## config.mk

```make
export PLATFORM = sky130hd
export DESIGN_NAME = address_expression_parser_unit_flat
export DESIGN_NICKNAME = d
export VERILOG_FILES = /design/src/rtl/aep_pkg.sv /design/src/rtl/aep_text_if.sv /design/src/rtl/aep_result_if.sv /design/src/rtl/aep_core.sv /design/src/rtl/aep_skid.sv /design/src/rtl/address_expression_parser_unit.sv /design/src/flat_wrapper.sv
export SDC_FILE = /design/constraint.sdc
export NUM_CORES = 1
export LEC_CHECK = 0
export ABC_AREA = 1
export BUFFER_PORTS_ARGS = -buffer_cell sky130_fd_sc_hd__buf_4
export CORE_UTILIZATION = 49
export DETAILED_ROUTE_END_ITERATION = 6
export HOLD_SLACK_MARGIN = 0.02
export PLACE_DENSITY = 0.68
export SLEW_MARGIN = 20
export SYNTH_ARGS = -nofsm -noshare
export SYNTH_HDL_FRONTEND = slang
export SYNTH_SLANG_ARGS = --single-unit
```

## constraint.sdc

```tcl
create_clock -name clk -period 5 [get_ports clk]
set_input_delay 0.25 -clock clk [delete_from_list [all_inputs] [get_ports clk]]
set_output_delay 0.25 -clock clk [all_outputs]
set_load 0.005 [all_outputs]
```

## src/rtl/aep_pkg.sv

```systemverilog
package aep_pkg;

  // Character codes used by the parser
  localparam logic [7:0] CH_NUL    = 8'h00;
  localparam logic [7:0] CH_TAB    = 8'h09;
  localparam logic [7:0] CH_SPACE  = 8'h20;
  localparam logic [7:0] CH_DOLLAR = 8'h24;
  localparam logic [7:0] CH_COMMA  = 8'h2C;
  localparam logic [7:0] CH_ZERO   = 8'h30;
  localparam logic [7:0] CH_NINE   = 8'h39;
  localparam logic [7:0] CH_COLON  = 8'h3A;
  localparam logic [7:0] CH_UA     = 8'h41;
  localparam logic [7:0] CH_UF     = 8'h46;
  localparam logic [7:0] CH_UX     = 8'h58;
  localparam logic [7:0] CH_LA     = 8'h61;
  localparam logic [7:0] CH_LF     = 8'h66;
  localparam logic [7:0] CH_LX     = 8'h78;

  localparam logic [4:0] HEX_NONE   = 5'd16;
  localparam logic [2:0] DEC_SAT    = 3'd5;
  localparam logic [2:0] LEN_DFLT   = 3'd1;
  localparam logic [2:0] LEN_MAX    = 3'd4;
  localparam int         FEED_STEPS = 4;

  typedef enum logic [7:0] {
    PH_SKIP  = 8'b0000_0001,
    PH_ZERO  = 8'b0000_0010,
    PH_HEX1  = 8'b0000_0100,
    PH_HEX2  = 8'b0000_1000,
    PH_BLANK = 8'b0001_0000,
    PH_DEC   = 8'b0010_0000,
    PH_OK    = 8'b0100_0000,
    PH_FAIL  = 8'b1000_0000
  } phase_t;

  typedef struct packed {
    phase_t      phase;
    logic [23:0] first_acc;
    logic [15:0] second_acc;
    logic [2:0]  dec_acc;
    logic        seen_digit;
    logic        ended;
    logic        has_colon;
  } parse_t;

  typedef struct packed {
    logic        ok;
    logic [7:0]  bank;
    logic [15:0] addr;
    logic [2:0]  length;
  } result_t;

  localparam parse_t PARSE_RESET = '{
    phase: PH_SKIP, first_acc: 24'd0, second_acc: 16'd0, dec_acc: 3'd0,
    seen_digit: 1'b0, ended: 1'b0, has_colon: 1'b0
  };

  function automatic logic [4:0] hex_value(logic [7:0] c);
    logic [4:0] v;
    v = HEX_NONE;
    if (c >= CH_ZERO && c <= CH_NINE) v = {1'b0, c[3:0]};
    else if ((c >= CH_LA && c <= CH_LF) || (c >= CH_UA && c <= CH_UF))
      v = {1'b0, c[3:0] + 4'd9};
    return v;
  endfunction

  function automatic logic is_blank(logic [7:0] c);
    return (c == CH_SPACE) || (c == CH_TAB);
  endfunction

  // One character through the phase machine; a phase may hand the same
  // character on to the next one, at most twice.
  function automatic parse_t feed(parse_t s, logic [7:0] c);
    parse_t     r;
    logic       done;
    logic [4:0] d;
    logic [6:0] dn;
    r    = s;
    done = 1'b0;
    d    = hex_value(c);
    dn   = {1'b0, r.dec_acc, 3'b000} + {3'b000, r.dec_acc, 1'b0} + {3'b000, c[3:0]};
    for (int i = 0; i < FEED_STEPS; i++) begin
      if (!done) begin
        unique case (r.phase)
          PH_SKIP: begin
            if (is_blank(c)) done = 1'b1;
            else if (c == CH_DOLLAR) begin
              r.phase = PH_HEX1;
              done    = 1'b1;
            end else if (c == CH_ZERO) begin
              r.phase      = PH_ZERO;
              r.first_acc  = 24'd0;
              r.seen_digit = 1'b1;
              done         = 1'b1;
            end else r.phase = PH_HEX1;
          end
          PH_ZERO: begin
            if (c == CH_LX || c == CH_UX) begin
              r.seen_digit = 1'b0;
              r.phase      = PH_HEX1;
              done         = 1'b1;
            end else r.phase = PH_HEX1;
          end
          PH_HEX1: begin
            if (!d[4]) begin
              r.first_acc  = {r.first_acc[19:0], d[3:0]};
              r.seen_digit = 1'b1;
              done         = 1'b1;
            end else if (!r.seen_digit) begin
              r.phase = PH_FAIL;
              done    = 1'b1;
            end else if (c == CH_COLON) begin
              r.phase      = PH_HEX2;
              r.seen_digit = 1'b0;
              r.has_colon  = 1'b1;
              done         = 1'b1;
            end else r.phase = PH_BLANK;
          end
          PH_HEX2: begin
            if (!d[4]) begin
              r.second_acc = {r.second_acc[11:0], d[3:0]};
              r.seen_digit = 1'b1;
              done         = 1'b1;
            end else if (!r.seen_digit) begin
              r.phase = PH_FAIL;
              done    = 1'b1;
            end else r.phase = PH_BLANK;
          end
          PH_BLANK: begin
            if (c == CH_COMMA) begin
              r.phase   = PH_DEC;
              r.dec_acc = 3'd0;
            end else if (!is_blank(c)) r.phase = PH_OK;
            done = 1'b1;
          end
          PH_DEC: begin
            if (c >= CH_ZERO && c <= CH_NINE) begin
              // a leading zero digit leaves dec_acc at zero for the next digit
              if (dn > {4'd0, DEC_SAT}) r.dec_acc = DEC_SAT;
              else r.dec_acc = dn[2:0];
            end else r.phase = PH_OK;
            done = 1'b1;
          end
          default: done = 1'b1;
        endcase
      end
    end
    return r;
  endfunction

endpackage

```

## src/rtl/aep_text_if.sv

```systemverilog
interface aep_text_if;
  logic       valid;
  logic       ready;
  logic [7:0] ch;
  logic       last;

  modport source (output valid, output ch, output last, input ready);
  modport sink (input valid, input ch, input last, output ready);
endinterface

```

## src/rtl/aep_result_if.sv

```systemverilog
interface aep_result_if;
  logic        valid;
  logic        ready;
  logic        ok;
  logic [7:0]  bank;
  logic [15:0] addr;
  logic [2:0]  length;

  modport source (output valid, output ok, output bank, output addr, output length,
                  input ready);
  modport sink (input valid, input ok, input bank, input addr, input length,
                output ready);
endinterface

```

## src/rtl/aep_core.sv

```systemverilog
module aep_core (
  input  logic              clk,
  input  logic              rst,
  input  logic              accept,
  input  logic [7:0]        ch,
  input  logic              last,
  output aep_pkg::result_t  result
);

  aep_pkg::parse_t st;
  aep_pkg::parse_t st_next;
  aep_pkg::parse_t closed;

  always_comb begin
    st_next = st;
    if (!st.ended) begin
      st_next = aep_pkg::feed(st, ch);
      if (ch == aep_pkg::CH_NUL) st_next.ended = 1'b1;
    end
    // final character closes the text as if a zero byte followed
    closed = st_next.ended ? st_next : aep_pkg::feed(st_next, aep_pkg::CH_NUL);
  end

  always_comb begin
    if (closed.phase == aep_pkg::PH_OK) begin
      result.ok = 1'b1;
      if (closed.has_colon) begin
        result.bank = closed.first_acc[7:0];
        result.addr = closed.second_acc;
      end else begin
        result.bank = closed.first_acc[23:16];
        result.addr = closed.first_acc[15:0];
      end
      result.length = (closed.dec_acc >= aep_pkg::LEN_DFLT &&
                       closed.dec_acc <= aep_pkg::LEN_MAX) ?
                      closed.dec_acc : aep_pkg::LEN_DFLT;
    end else begin
      result.ok     = 1'b0;
      result.bank   = 8'd0;
      result.addr   = 16'd0;
      result.length = aep_pkg::LEN_DFLT;
    end
  end

  always_ff @(posedge clk) begin
    if (rst) begin
      st <= aep_pkg::PARSE_RESET;
    end else if (accept) begin
      st <= last ? aep_pkg::PARSE_RESET : st_next;
    end
  end

endmodule

```

## src/rtl/aep_skid.sv

```systemverilog
module aep_skid (
  input  logic              clk,
  input  logic              rst,
  input  logic              push,
  input  aep_pkg::result_t  push_data,
  output logic              push_ready,
  output logic              out_valid,
  input  logic              out_ready,
  output aep_pkg::result_t  out_data
);

  logic             skid_valid;
  aep_pkg::result_t skid_data;

  assign push_ready = !skid_valid;

  always_ff @(posedge clk) begin
    if (rst) begin
      out_valid  <= 1'b0;
      skid_valid <= 1'b0;
    end else if (!out_valid || out_ready) begin
      if (skid_valid) begin
        out_valid  <= 1'b1;
        skid_valid <= 1'b0;
      end else begin
        out_valid <= push;
      end
    end else if (push) begin
      skid_valid <= 1'b1;
    end
  end

  always_ff @(posedge clk) begin
    if (!out_valid || out_ready) begin
      out_data <= skid_valid ? skid_data : push_data;
    end else if (push) begin
      skid_data <= push_data;
    end
  end

endmodule

```

## src/rtl/address_expression_parser_unit.sv

```systemverilog
// Address expression parser: reads text of the form [bank:]addr[,len], one
// character per request on the text channel, and returns one result per
// expression on the result channel.
//   text   : ch (8 bits) and last; last marks the final character. A zero
//            byte ends the text early and later characters are dropped.
//   result : ok, bank, addr, length; one request per expression, issued
//            for the request that carries last. Failure gives ok = 0,
//            zeros and length 1.
// The last character's result is registered, in the skid register if
// the receiver stalls. Throughput: one character per cycle while
// text.ready is high, set by the core's short shift-or / compare chain.
// The result sits in an output register backed by a one-entry skid
// register; text.ready is low only while that skid entry is occupied,
// i.e. after the receiver stalled with a result pending and another one
// arrived. Characters of the next expression keep flowing otherwise.
// Reset (rst, synchronous) returns the parser to leading-blank skip,
// clears all accumulators and empties both result registers.
module address_expression_parser_unit (
  input logic          clk,
  input logic          rst,
  aep_text_if.sink     text,
  aep_result_if.source result
);

  logic             accept;
  logic             push_ready;
  aep_pkg::result_t core_res;
  aep_pkg::result_t out_res;

  // characters are taken whenever the skid entry is free
  assign text.ready = push_ready;
  assign accept     = text.valid && push_ready;

  aep_core u_core (
    .clk    (clk),
    .rst    (rst),
    .accept (accept),
    .ch     (text.ch),
    .last   (text.last),
    .result (core_res)
  );

  // only the final character of an expression produces a result
  aep_skid u_skid (
    .clk        (clk),
    .rst        (rst),
    .push       (accept && text.last),
    .push_data  (core_res),
    .push_ready (push_ready),
    .out_valid  (result.valid),
    .out_ready  (result.ready),
    .out_data   (out_res)
  );

  assign result.ok     = out_res.ok;
  assign result.bank   = out_res.bank;
  assign result.addr   = out_res.addr;
  assign result.length = out_res.length;

endmodule

```

## src/flat_wrapper.sv

```systemverilog
// flat-port wrapper written by rule: the top's interface ports become plain ports
module address_expression_parser_unit_flat 
  (clk, rst, text_valid, text_ch, text_last, text_ready, result_valid, result_ok, result_bank, result_addr, result_length, result_ready);
  aep_text_if text_i ();
  aep_result_if result_i ();
  input logic clk;
  input logic rst;
  input wire logic [$bits(text_i.valid)-1:0] text_valid;
  input wire logic [$bits(text_i.ch)-1:0] text_ch;
  input wire logic [$bits(text_i.last)-1:0] text_last;
  output wire logic [$bits(text_i.ready)-1:0] text_ready;
  output wire logic [$bits(result_i.valid)-1:0] result_valid;
  output wire logic [$bits(result_i.ok)-1:0] result_ok;
  output wire logic [$bits(result_i.bank)-1:0] result_bank;
  output wire logic [$bits(result_i.addr)-1:0] result_addr;
  output wire logic [$bits(result_i.length)-1:0] result_length;
  input wire logic [$bits(result_i.ready)-1:0] result_ready;
  assign text_i.valid = text_valid;
  assign text_i.ch = text_ch;
  assign text_i.last = text_last;
  assign text_ready = text_i.ready;
  assign result_valid = result_i.valid;
  assign result_ok = result_i.ok;
  assign result_bank = result_i.bank;
  assign result_addr = result_i.addr;
  assign result_length = result_i.length;
  assign result_i.ready = result_ready;
  address_expression_parser_unit u_core (.clk(clk), .rst(rst), .text(text_i), .result(result_i));
endmodule
```

==> After elaboration in Yosys (flattened, before gate mapping) <==
Cells that the tools add are included.
{ "totals": {"register_bits": 112, "output_inout_bits": 30, "word_cells": 299} }
{ "op_classes": {"add_sub_neg": 3, "magnitude_cmp": 9, "n_eq_ne": 57, "n_mux": 185, "bitwise": 1, "reduce_logical": 27} }
{ "op_table": {"columns": ["operator", "n"], "rows": [
  ["$mux W24", 13],
  ["$mux W52", 6],
  ["$mux W8", 32],
  ["$pmux W24 S2", 4],
  ["$pmux W8 S6", 4],
  ["$mux W54", 3],
  ["$mux W16", 8],
  ["$mux W32", 4],
  ["$eq A8 B6 Y1 const B", 13],
  ["$pmux W8 S3", 4],
  ["$mux W1", 75],
  ["$eq A8 B4 Y1 const B", 9],
  ["$eq A8 B1 Y1 const B", 8],
  ["$eq A8 B2 Y1 const B", 8],
  ["$eq A8 B3 Y1 const B", 8],
  ["$eq A8 B5 Y1 const B", 8],
  ["$mux W28", 2],
  ["$mux W3", 12],
  ["$pmux W1 S4", 7],
  ["$reduce_or A2 Y1", 13],
  ["$eq A8 B7 Y1 const B", 3],
  ["$pmux W3 S2", 4],
  ["$mux W5", 4],
  ["$ge A8 B7 Y1 const B", 2],
  ["other kinds (16)", 28]
]} }

==> Depth between registers and ports, before layout <==
Gate-level depths: netlist (run 1).
{ "depth": {"ltp_word": 48, "mapped_depth": 37, "ltp_nobuf": 36} }

==> Cells and area by module <==
A second synthesis (run 1) with hierarchy kept.
{ "unflattened": {"hier_cells": 1125, "area_unflattened_um2": 7768.7} }
{ "modules_own_cells": {"columns": ["mod", "n_inst", "cells_each", "area_each_um2", "seq_area_each_um2"], "rows": [
  ["aep_core", 1, 962, 5634.2, 1081.0],
  ["aep_skid", 1, 159, 2117.0, 1721.7],
  ["address_expression_parser_unit", 1, 4, 17.5, 0.0]
]} }

==> Worst setup path before layout (run 1) <==
Ideal clock, no wire load.
{ "synth_timing": {"kind": "in2reg", "startpoint": "input text_ch[0]", "endpoint": "register u_core.u_skid.out_data[10] (netlist bit), data pin", "setup_time_ns": 0.252, "arrival_time_ns": 3.273, "required_ns": 4.748, "setup_slack_ns": 1.475, "path_stages": 32, "path_cell_list": "inv_1 ha_1 inv_1 nor2_1 nand2_2 nand2_1 nand2_1 nand2_1 inv_2 nor2_1 nand2_1 nand2_1 nand2_1 o21ai_2 inv_2 nor3_2 nand4_1 nand3_1 nand3_2 nand2_1 nand2_1 nand2_1 nor2_2 nor2_1 nand3_1 nand2_1 nor2_2 nand3_2 nand2_4 buf_12 nand3_2 nand2_1"} }
{ "synth_via": {"elab_chain_len": 45} }
{ "synth_rtl": {"columns": ["item", "line", "rtl"], "rows": [
  ["start: declaration", "flat_wrapper.sv:9", "input wire logic [$bits(text_i.ch)-1:0] text_ch;"],
  ["$ge A8 B7 Y1 or $le A8 B7 Y1 (tied branches)", "aep_pkg.sv:62", "else if ((c >= CH_LA && c <= CH_LF) || (c >= CH_UA && c <= CH_UF))"],
  ["$logic_and A1 B1 Y1", "aep_pkg.sv:62", null],
  ["$logic_or A1 B1 Y1", "aep_pkg.sv:62", null],
  ["$mux W5", "aep_pkg.sv:62", null],
  ["$mux W5", "aep_pkg.sv:61", "if (c >= CH_ZERO && c <= CH_NINE) v = {1'b0, c[3:0]};"],
  ["$mux W5", "aep_core.sv:16", "if (!st.ended) begin"],
  ["$mux W1 (on tied branches)", "aep_pkg.sv:120, aep_pkg.sv:105", null],
  ["$pmux W1 S4", "aep_pkg.sv:84", "unique case (r.phase)"],
  ["[29 not listed]", null, null],
  ["$eq A8 B6 Y1 (tied with other cells)", "aep_pkg.sv:84", null],
  ["$reduce_or A2 Y1 (no source line)", null, null],
  ["$pmux W8 S3", "aep_pkg.sv:84", null],
  ["$mux W8", "aep_pkg.sv:83", "if (!done) begin"],
  ["$mux W54 *", "aep_core.sv:21", "closed = st_next.ended ? st_next : aep_pkg::feed(st_next, aep_pkg::CH_NUL);"],
  ["$eq A8 B7 Y1", "aep_core.sv:25", "if (closed.phase == aep_pkg::PH_OK) begin"],
  ["$mux W28 *", "aep_core.sv:25", null],
  ["$mux W28 *", "aep_skid.sv:35", "out_data <= skid_valid ? skid_data : push_data;"],
  ["end signal: assignment", "aep_skid.sv:35", null],
  ["end: declaration", "aep_skid.sv:9", "output aep_pkg::result_t out_data"]
]} }
Mark *: on every way between the ends. The rest lies on a longest branch, timed or not. The select of a mux whose other input is x is not followed.
A chain may end at the register's enable or synchronous reset.

==> Worst setup path in the final report (run 1) <==
{ "layout_timing": {"startpoint": "register u_core.u_core.st[53] (netlist bit)", "endpoint": "register u_core.u_skid.out_data[2] (netlist bit), data pin"} }
{ "layout_via": {"elab_chain_len": 39} }
{ "layout_rtl": {"columns": ["item", "line", "rtl"], "rows": [
  ["start: declaration", "aep_core.sv:10", "aep_pkg::parse_t st;"],
  ["start signal: assignment", "aep_core.sv:47", "st <= aep_pkg::PARSE_RESET;"],
  ["start signal: assignment", "aep_core.sv:49", "st <= last ? aep_pkg::PARSE_RESET : st_next;"],
  ["$eq A8 B4 Y1 (tied with other cells)", "aep_pkg.sv:84", null],
  ["$pmux W1 S4", "aep_pkg.sv:84", null],
  ["$mux W52", "aep_core.sv:16", null],
  ["$mux W1", "aep_pkg.sv:90", "end else if (c == CH_ZERO) begin"],
  ["$mux W1", "aep_pkg.sv:87", "else if (c == CH_DOLLAR) begin"],
  ["$mux W1", "aep_pkg.sv:86", "if (is_blank(c)) done = 1'b1;"],
  ["$pmux W1 S4", "aep_pkg.sv:84", null],
  ["$mux W52", "aep_pkg.sv:83", null],
  ["[23 not listed]", null, null],
  ["$eq A8 B6 Y1 (tied with other cells)", "aep_pkg.sv:84", null],
  ["$reduce_or A2 Y1 (no source line)", null, null],
  ["$pmux W8 S3", "aep_pkg.sv:84", null],
  ["$mux W8", "aep_pkg.sv:83", null],
  ["$mux W54 *", "aep_core.sv:21", null],
  ["$eq A8 B7 Y1", "aep_core.sv:25", null],
  ["$mux W28 *", "aep_core.sv:25", null],
  ["$mux W28 *", "aep_skid.sv:35", null]
]} }
Marked as above.

==> results of run 1 <==
[critical path, delay by kind of cell, from the launching register on]
kind	cells	cell delay, ps
compound gates	1	250
flops	1	360
buf+inv	2	200
simple gates	27	3240
[logic make-up (layout without fill, tap and decap cells)]
family                   Yosys count  after routing  synth area share [%]
buffers and inverters            240            261                  12.1
adder cells (fa/ha/maj)           11             11                  1.90
AO/OA/AOI/OAI                    247            247                  18.1
flip-flops                       112            112                  35.0
XOR/XNOR                           2              2                 0.219
AND/OR/NAND/NOR                  562            562                  32.7
[cell type report]
type	count	area (sq um)	share of cell area (%)
multi-input cells	822	4250	48.4
inverters	184	691	7.86
flip-flops and latches	112	2800	31.9
repair buffers	61	458	5.21
clock inverters	7	86.3	0.983
clock buffers	9	225	2.56
well taps	216	270	3.08
[layer usage]
metal | GRT usage [%] | wire length (um) | vias up
met4 | 6.98 | 329 | 0
met2 | 40.7 | 9330 | 211
met1 | 37.7 | 10200 | 3446
met5 | 0 | 0 | -
li1 | - | - | 3893
met3 | 3.32 | 1270 | 22
[cells in the final DEF (no fill, tap or decap), types with 9 or more instances in the layout]
| cell type | instances |
|---|---|
| inv_2 | 25 |
| nand2_1 | 323 |
| inv_1 | 155 |
| nand4_1 | 14 |
| o21ai_0 | 95 |
| buf_4 | 61 |
| nand3_2 | 27 |
| nand2_2 | 13 |
| o221ai_1 | 9 |
| nand3_1 | 58 |
| ha_1 | 9 |
| o22ai_1 | 43 |
| clkbuf_16 | 9 |
| nor2_2 | 10 |
| a22oi_1 | 19 |
| edfxtp_1 | 56 |
| nor2_1 | 89 |
| dfxtp_1 | 56 |
| a21oi_1 | 48 |
[worst min path at each step]
stage                               from                       end  slack [ps]
floorplan           u_core.u_core.st[21]      u_core.u_core.st[21]         450
global route                   text_last  u_core.u_skid.skid_valid         380
global placement    u_core.u_core.st[26]      u_core.u_core.st[26]         470
CTS                            text_last  u_core.u_skid.skid_valid         350
finish                         text_last  u_core.u_skid.skid_valid         350
detailed placement  u_core.u_core.st[19]      u_core.u_core.st[19]         470
[power breakdown]
part	internal (mW)	switching (mW)
clock network	0.358	0.380
logic	0.170	0.401
registers	0.973	0.0109
[registers in the layout, summed over array words and instances (netlist names)]
signal / cells
u_core.u_skid.skid_data: 28
u_core.u_core.st: 54
u_core.u_skid.out_valid: 1
u_core.u_skid.skid_valid: 1
u_core.u_skid.out_data: 28
==> reports/metrics.cfg, run 1 <==
[run_status]
status=finished, final reports clean

[synthesis]
syn_area_sq_um=8020
syn_nets=1198
synth_top_area_share_pct=21.0
synth.most_common_cell=nand2_1
synth-seq-cells=112
ys_warn_count=0
syn_area_per_cell_sq_um=6.83
synth_edf_count=56
synth_cells=1174
synth_top_area_cell=edfxtp_1
synthTopCellsByArea=edfxtp_1, nand2_1, dfxtp_1, inv_1, o21ai_0
ys.flop_type=edfxtp_1
postSynth.asyncResetShare_pct=0
synthTopCellsByCount=nand2_1, inv_1, o21ai_0
synth_cell_types=48
yosysSeqAreaShare_pct=35.0

[worst_setup_path]
rr_startpoint=u_core.u_core.st[53]
arrival_ps=4420
cpMostUsedCell=nand2_1
worst_path_largest_cell_delay_ps=360
required_ps=5110
cp-endpoint=u_core.u_skid.out_data[2]
r2r_setup_slack_ps=700
critPathLaunch=u_core.u_core.st[53]
crit_type=flop to flop
cp-start-kind=flop
worst-path-max-fanout=27
crit_slowest_cell=dfxtp_1
end_kind=flop
ff2ff_path_depth=30
r2r-end=u_core.u_skid.out_data[2]

[routing]
drt_iter0_drc=771
routed_wl_mm=21.1
wl_per_cell_um=15.0
dr.pass1.iters=5
ant_nets=0
vias_per_cell=5.37
drcViolationCount=0
vias=7572

[grt]
grt_pass1_wl_mm=34.2
grt_pass1_vias=6691
grt_antenna_before_repair=0
grt_max_degree=83
overflow=0
grtUsageTotal_pct=26.0

[cts]
cts_num_sinks=112
numCtsBuffers=9
cts_resized=0
post_cts_buffers=0
insertion_delay_ps=360
root_buffer=clkbuf_16
clkSlewWorstSetupHoldPaths_ps=80
cts_buffer_depth=2
cts_tree=done
cts.htree.levels=3
cts_hold_buf=0

[timing]
post-route-min-period_ps=4300
rsz0062_at_grt=false
max-slew-margin-rel_pct=43.0
fmax_mhz=232
setup_slack_ps=697
hold_slack_ps=351
slew_viol_final=0
fin_tns_setup_ps=0
finalHoldViolCount=0
fin_crit_sh_pct=86.1
tightestPinTransition_ps=853
fin_skew_ps=12.9
finalSetupViolations=0

[floorplanning]
start_util_pct=50.3
die_y_um=130
rows=46
io-pin-count=43
die_w_um=130
core_area_sq_um=15900
die-area_sq_um=16900

[power_and_ir_drop]
leakage_nw=4.12
power_mw=2.29
ir_drop_v=0.000177
p_per_area_nw_per_um2=261

[finish]
fin_util_pct=55.1
final_area_sq_um=8780
diodes=0
syn2layout_area_growth_pct=9.58
final_cell_count_no_fill=1411
drive_gt1_share_pct=14.8
nNetsFinal=1214
fill_cells=1586

[worst_hold_path]
worstHoldPathCells=5
hold_class=input port to flop

[place]
place_ws_ps=638
routabilityCongestion=0.927
port_buffers=42
dp_hpwl_mm=15.2
placed_cells=1395
place_area_sq_um=8470

[flow_run]
cap_viol_max_count=0

No activity file was read; power rests on OpenSTA's default activity.
==> run 2: changes to the inputs <==
Settings changed: CORE_UTILIZATION 49 to 55, PLACE_DENSITY 0.68 to 0.75.
==> reports/metrics.cfg, run 2 (synthesis gave the netlist of run 1 again) <==
[worst_setup_path]
crit_buf_inv=2  ; unchanged
critical-path-top-delay-family=simple AND/OR/NAND/NOR gates  ; unchanged
worst-path-max-fanout=27  ; unchanged
required_ps=5100  ; was 5110 ps
arrival_ps=4410  ; was 4420 ps
crit_type=flop to flop  ; unchanged
worst_path_largest_cell_delay_ps=390  ; was 360 ps
cpMostUsedCell=nand2_1  ; unchanged
critPathLaunch=u_core.u_core.st[50]  ; was u_core.u_core.st[53]
r2r_setup_slack_ps=690  ; was 700 ps
crit_slowest_cell=dfxtp_1  ; unchanged
end_kind=flop  ; unchanged
rr_startpoint=u_core.u_core.st[50]  ; was u_core.u_core.st[53]
cp-start-kind=flop  ; unchanged

[timing]
finalSetupViolations=0  ; unchanged
max-slew-margin-rel_pct=28.8  ; was 43.0%
finalHoldViolCount=0  ; unchanged
fin_crit_sh_pct=86.2  ; was 86.1%
tightestPinTransition_ps=1070  ; was 853 ps
post-route-min-period_ps=4310  ; was 4300 ps
fin_tns_setup_ps=0  ; unchanged
slew_viol_final=0  ; unchanged
rsz0062_at_grt=false  ; unchanged
setup_slack_ps=690  ; was 697 ps
fin_skew_ps=10.9  ; was 12.9 ps
fmax_mhz=232  ; about the same

[finish]
multi_input_area_sq_um=4250  ; unchanged
largest_reg_flops=54  ; unchanged
final_common_cell=nand2_1  ; unchanged
fin_util_pct=61.9  ; was 55.1%
reg_top3=u_core.u_core.st (54), u_core.u_skid.out_data (28), u_core.u_skid.skid_data (28)  ; unchanged
most-common-layout-cells=nand2_1, inv_1, o21ai_0  ; unchanged
largest-register=u_core.u_core.st  ; unchanged
fill_cells=1360  ; was 1586
nNetsFinal=1208  ; was 1214
syn2layout_area_growth_pct=8.37  ; was 9.58%
diodes=0  ; unchanged
register_area_sq_um=2800  ; unchanged
drive_gt1_share_pct=14.3  ; was 14.8%

[floorplanning]
core_area_sq_um=14000  ; was 15900 sq um
die-area_sq_um=15100  ; was 16900 sq um
die_w_um=123  ; was 130 um
io-pin-count=43  ; unchanged
die_y_um=123  ; was 130 um
rows=43  ; was 46
start_util_pct=57.1  ; was 50.3%

[worst_hold_path]
worstHoldStart=text_last  ; unchanged
hold_class=input port to flop  ; unchanged

[grt]
grt_pass1_vias=6629  ; was 6691
grtUsageTotal_pct=29.0  ; was 26.0%
overflow=0  ; unchanged
grt_max_degree=55  ; was 83
grt_antenna_before_repair=0  ; unchanged
grt_pass1_wl_mm=34.0  ; was 34.2 mm

[cts]
post_cts_buffers=0  ; unchanged
root_buffer=clkbuf_16  ; unchanged
cts_num_sinks=112  ; unchanged
cts.htree.levels=3  ; unchanged
cts_buffer_depth=2  ; unchanged
numCtsBuffers=9  ; unchanged
cts_tree=done  ; unchanged
insertion_delay_ps=360  ; about the same
clkSlewWorstSetupHoldPaths_ps=70  ; was 80 ps
cts_hold_buf=0  ; unchanged

[place]
place_ws_ps=312  ; was 638 ps
port_buffers=42  ; unchanged
dp_hpwl_mm=15.1  ; was 15.2 mm
routabilityCongestion=0.948  ; was 0.927

[routing]
vias=7754  ; was 7572
dr_wl_met3_mm=1.54  ; was 1.27 mm
highest_layer=met4  ; unchanged
routed_wl_mm=21.3  ; was 21.1 mm
wl_met2_mm=9.62  ; was 9.33 mm
ant_nets=0  ; unchanged
vias_per_cell=5.66  ; was 5.37
drt_iter0_drc=818  ; was 771
drcViolationCount=0  ; unchanged
wl_per_cell_um=15.5  ; was 15.0 um
dr.pass1.iters=5  ; unchanged
wl_met1_mm=9.86  ; was 10.2 mm

[power_and_ir_drop]
p_per_area_nw_per_um2=264  ; was 261 nW/um^2
power_switching_mw=0.761  ; was 0.792 mW
swShare_pct=33.1  ; was 34.5%
p_int_mw=1.53  ; was 1.50 mW
comb_power_share_pct=24.5  ; was 24.9%
clockPowerShare_pct=32.6  ; was 32.2%
ir_drop_v=0.000189  ; was 0.000177 V
power_mw=2.30  ; was 2.29 mW
p_seq_share_pct=42.9  ; about the same
leakage_nw=4.08  ; was 4.12 nW

[flow_run]
cap_viol_max_count=0  ; unchanged

[run_status]
status=finished, final reports clean  ; unchanged

## run 2: cell types whose count changed in the layout (fill, tap and decap cells not counted)
cell        delta
inv_2          -1
clkinv_2       +2
bufinv_16      +1
inv_8          +1
clkinvlp_4     +1
buf_4          -6
clkinv_4       -3
inv_6          +1
clkinv_8       -3
clkinv_1       +1
## run 2: timing repair
| action | CTS | global route |
|---|---|---|
| endpoints found under the hold margin | 0 | 0 |
| endpoints found under the setup margin | 0 | 2 |
| resized for setup | 0 | 1 |
## run 2: layout make-up
cell class,count,share of cell area [%]
clock buffers,9,2.59
repair buffers,55,4.75
clock inverters,7,0.893
multi-input cells,822,48.9
flip-flops and latches,112,32.3
inverters,184,7.97
well taps,180,2.59
## run 2: routing by layer
layer	global-route usage [%]	vias to the layer above
met5	0	-
li1	-	3894
met4	7.01	0
met1	42.5	3552
met3	4.88	18
met2	44.1	290
## run 2: worst min-delay path: cells and delay by family
| family | cells | cell delay, ps |
|---|---|---|
| and+or+nand+nor | 3 | 230 |
| buffers and inverters | 2 | 160 |
## run 2: path summary, 6_finish.rpt
kind,endpoint,depth (start not counted)
worst min register to register,u_core.u_core.st[18],2
worst max register to register,u_core.u_skid.out_data[6],30
worst min-delay path,u_core.u_skid.skid_valid,5
worst max-delay path,u_core.u_skid.out_data[6],30
## run 2: power by group through the flow
| stage | Sequential [mW] | Combinational (mW) | Clock, mW |
|---|---|---|---|
| 5_1_grt | 0.986 | 0.624 | 0.800 |
| 6_report | 0.984 | 0.563 | 0.749 |
| 2_1_floorplan | 1.00 | 0.418 | 0 |
| 4_1_cts | 0.984 | 0.556 | 0.764 |
| 3_5_place_dp | 1.00 | 0.555 | 0 |
| 3_3_place_gp | 1.00 | 0.552 | 0 |
## run 2: metrics by stage
stage               hold slack, ps  cells  cell area, sq um
finish                         345   1369              8690
CTS                            337   1369              8680
floorplan                      455   1174              8020
global route                   405   1369              8690
detailed placement             468   1353              8380
global placement               464   1353              8380
==> run 3: changes to the inputs <==
Settings changed: CORE_UTILIZATION 55 to 35, GPL_TIMING_DRIVEN set to 0, PLACE_DENSITY 0.75 to 0.53.
==> reports/metrics.cfg, run 3 (synthesis gave the netlist of run 1 again) <==
[floorplanning]
die-area_sq_um=23500  ; was 15100 sq um
io-pin-count=43  ; unchanged
die_y_um=153  ; was 123 um
rows=55  ; was 43
start_util_pct=35.5  ; was 57.1%
core_area_sq_um=22600  ; was 14000 sq um
die_w_um=153  ; was 123 um

[worst_setup_path]
cp-start-kind=flop  ; unchanged
crit_type=flop to flop  ; unchanged
ff2ff_path_depth=31  ; was 30
crit_slowest_cell=dfxtp_1  ; unchanged
cpMostUsedCell=nand2_1  ; unchanged
worst_path_largest_cell_delay_ps=350  ; was 390 ps
end_kind=flop  ; unchanged
rr_startpoint=u_core.u_core.st[53]  ; was u_core.u_core.st[50]
r2r_setup_slack_ps=740  ; was 690 ps
cp-endpoint=u_core.u_skid.out_data[8]  ; was u_core.u_skid.out_data[6]
critPathLaunch=u_core.u_core.st[53]  ; was u_core.u_core.st[50]
required_ps=5110  ; was 5100 ps
r2r-end=u_core.u_skid.out_data[8]  ; was u_core.u_skid.out_data[6]
arrival_ps=4370  ; was 4410 ps
worst-path-max-fanout=10  ; was 27

[timing]
tightestPinTransition_ps=715  ; was 1070 ps
rsz0062_at_grt=false  ; unchanged
hold_slack_ps=315  ; was 345 ps
post-route-min-period_ps=4260  ; was 4310 ps
max-slew-margin-rel_pct=52.1  ; was 28.8%
slew_viol_final=0  ; unchanged
setup_slack_ps=741  ; was 690 ps
fin_crit_sh_pct=85.2  ; was 86.2%
finalSetupViolations=0  ; unchanged
finalHoldViolCount=0  ; unchanged
fin_tns_setup_ps=0  ; unchanged
fmax_mhz=235  ; was 232 MHz
fin_skew_ps=11.1  ; was 10.9 ps

[finish]
nNetsFinal=1251  ; was 1208
final_common_cell=nand2_1  ; unchanged
final_cell_count_no_fill=1517  ; was 1369
reg_top3=u_core.u_core.st (54), u_core.u_skid.out_data (28), u_core.u_skid.skid_data (28)  ; unchanged
drive_gt1_share_pct=13.6  ; was 14.3%
final_area_sq_um=9000  ; was 8690 sq um
most-common-layout-cells=nand2_1, inv_1, o21ai_0  ; unchanged
fin_util_pct=39.9  ; was 61.9%
diodes=0  ; unchanged
largest_reg_flops=54  ; unchanged
largest-register=u_core.u_core.st  ; unchanged
syn2layout_area_growth_pct=12.3  ; was 8.37%

[power_and_ir_drop]
power_mw=2.29  ; was 2.30 mW
ir_drop_v=0.000136  ; was 0.000189 V
p_per_area_nw_per_um2=254  ; was 264 nW/um^2
leakage_nw=4.13  ; was 4.08 nW

[routing]
routed_wl_mm=24.1  ; was 21.3 mm
ant_nets=0  ; unchanged
drcViolationCount=0  ; unchanged
vias_per_cell=5.12  ; was 5.66
dr.pass1.iters=5  ; unchanged
wl_per_cell_um=15.9  ; was 15.5 um
drt_iter0_drc=504  ; was 818
vias=7770  ; was 7754

[cts]
cts_hold_buf=0  ; unchanged
cts.htree.levels=3  ; unchanged
cts_tree=done  ; unchanged
post_cts_buffers=0  ; unchanged
root_buffer=clkbuf_16  ; unchanged
cts_num_sinks=112  ; unchanged
numCtsBuffers=9  ; unchanged
cts_resized=0  ; unchanged
clkSlewWorstSetupHoldPaths_ps=80  ; was 70 ps
insertion_delay_ps=360  ; about the same
cts_buffer_depth=2  ; unchanged

[place]
port_buffers=41  ; was 42
place_ws_ps=538  ; was 312 ps
placed_cells=1501  ; was 1353
dp_hpwl_mm=18.8  ; was 15.1 mm
place_area_sq_um=8700  ; was 8380 sq um
routabilityCongestion=0.906  ; was 0.948

[worst_hold_path]
worstHoldPathCells=5  ; unchanged
hold_class=input port to flop  ; unchanged

[grt]
grtUsageTotal_pct=20.8  ; was 29.0%
overflow=0  ; unchanged
grt_pass1_wl_mm=39.1  ; was 34.0 mm
grt_pass1_vias=7305  ; was 6629
grt_max_degree=32  ; was 55
grt_antenna_before_repair=0  ; unchanged

[run_status]
status=finished, final reports clean  ; unchanged

[flow_run]
cap_viol_max_count=0  ; unchanged

## run 3: worst max-delay path, delay by kind of cell, from the launching register on
family | cells | cell delay, ps
AND/OR/NAND/NOR | 27 | 3020
buffers and inverters | 3 | 350
AO/OA/AOI/OAI | 1 | 270
flip-flops | 1 | 350
## run 3: cell type report
class	count	area, sq um
clock inverters	7	73.8
multi-input cells	822	4260
plain buffers	56	277
clock buffers	9	225
flip-flops and latches	112	2800
well taps	285	357
inverters	184	691
fillers	2437	13600
repair buffers	42	323
## run 3: how the worst min path moves through the flow
stage,start,endpoint,slack (ps)
2_1_floorplan,u_core.u_core.st[21],u_core.u_core.st[21],450
3_3_place_gp,u_core.u_core.st[28],u_core.u_core.st[28],470
3_5_place_dp,u_core.u_core.st[18],u_core.u_core.st[18],470
4_1_cts,text_last,u_core.u_skid.skid_valid,300
5_1_grt,text_last,u_core.u_skid.skid_valid,330
6_report,text_last,u_core.u_skid.skid_valid,320
## run 3: metal layers
layer  global-route usage (%)  wire length, um  vias to the layer above
met5                        0                0                        -
met1                     30.0            11700                     3533
li1                         -                -                     3974
met4                     6.67              500                        0
met3                     2.58             1440                       32
met2                     32.1            10500                      231
## run 3: report_power, final
part           leakage, nW  total (mW)  internal [mW]  switching (mW)
Combinational         2.95       0.575          0.168           0.407
Sequential            1.04       0.984          0.973          0.0108
Clock                0.146       0.730          0.354           0.376
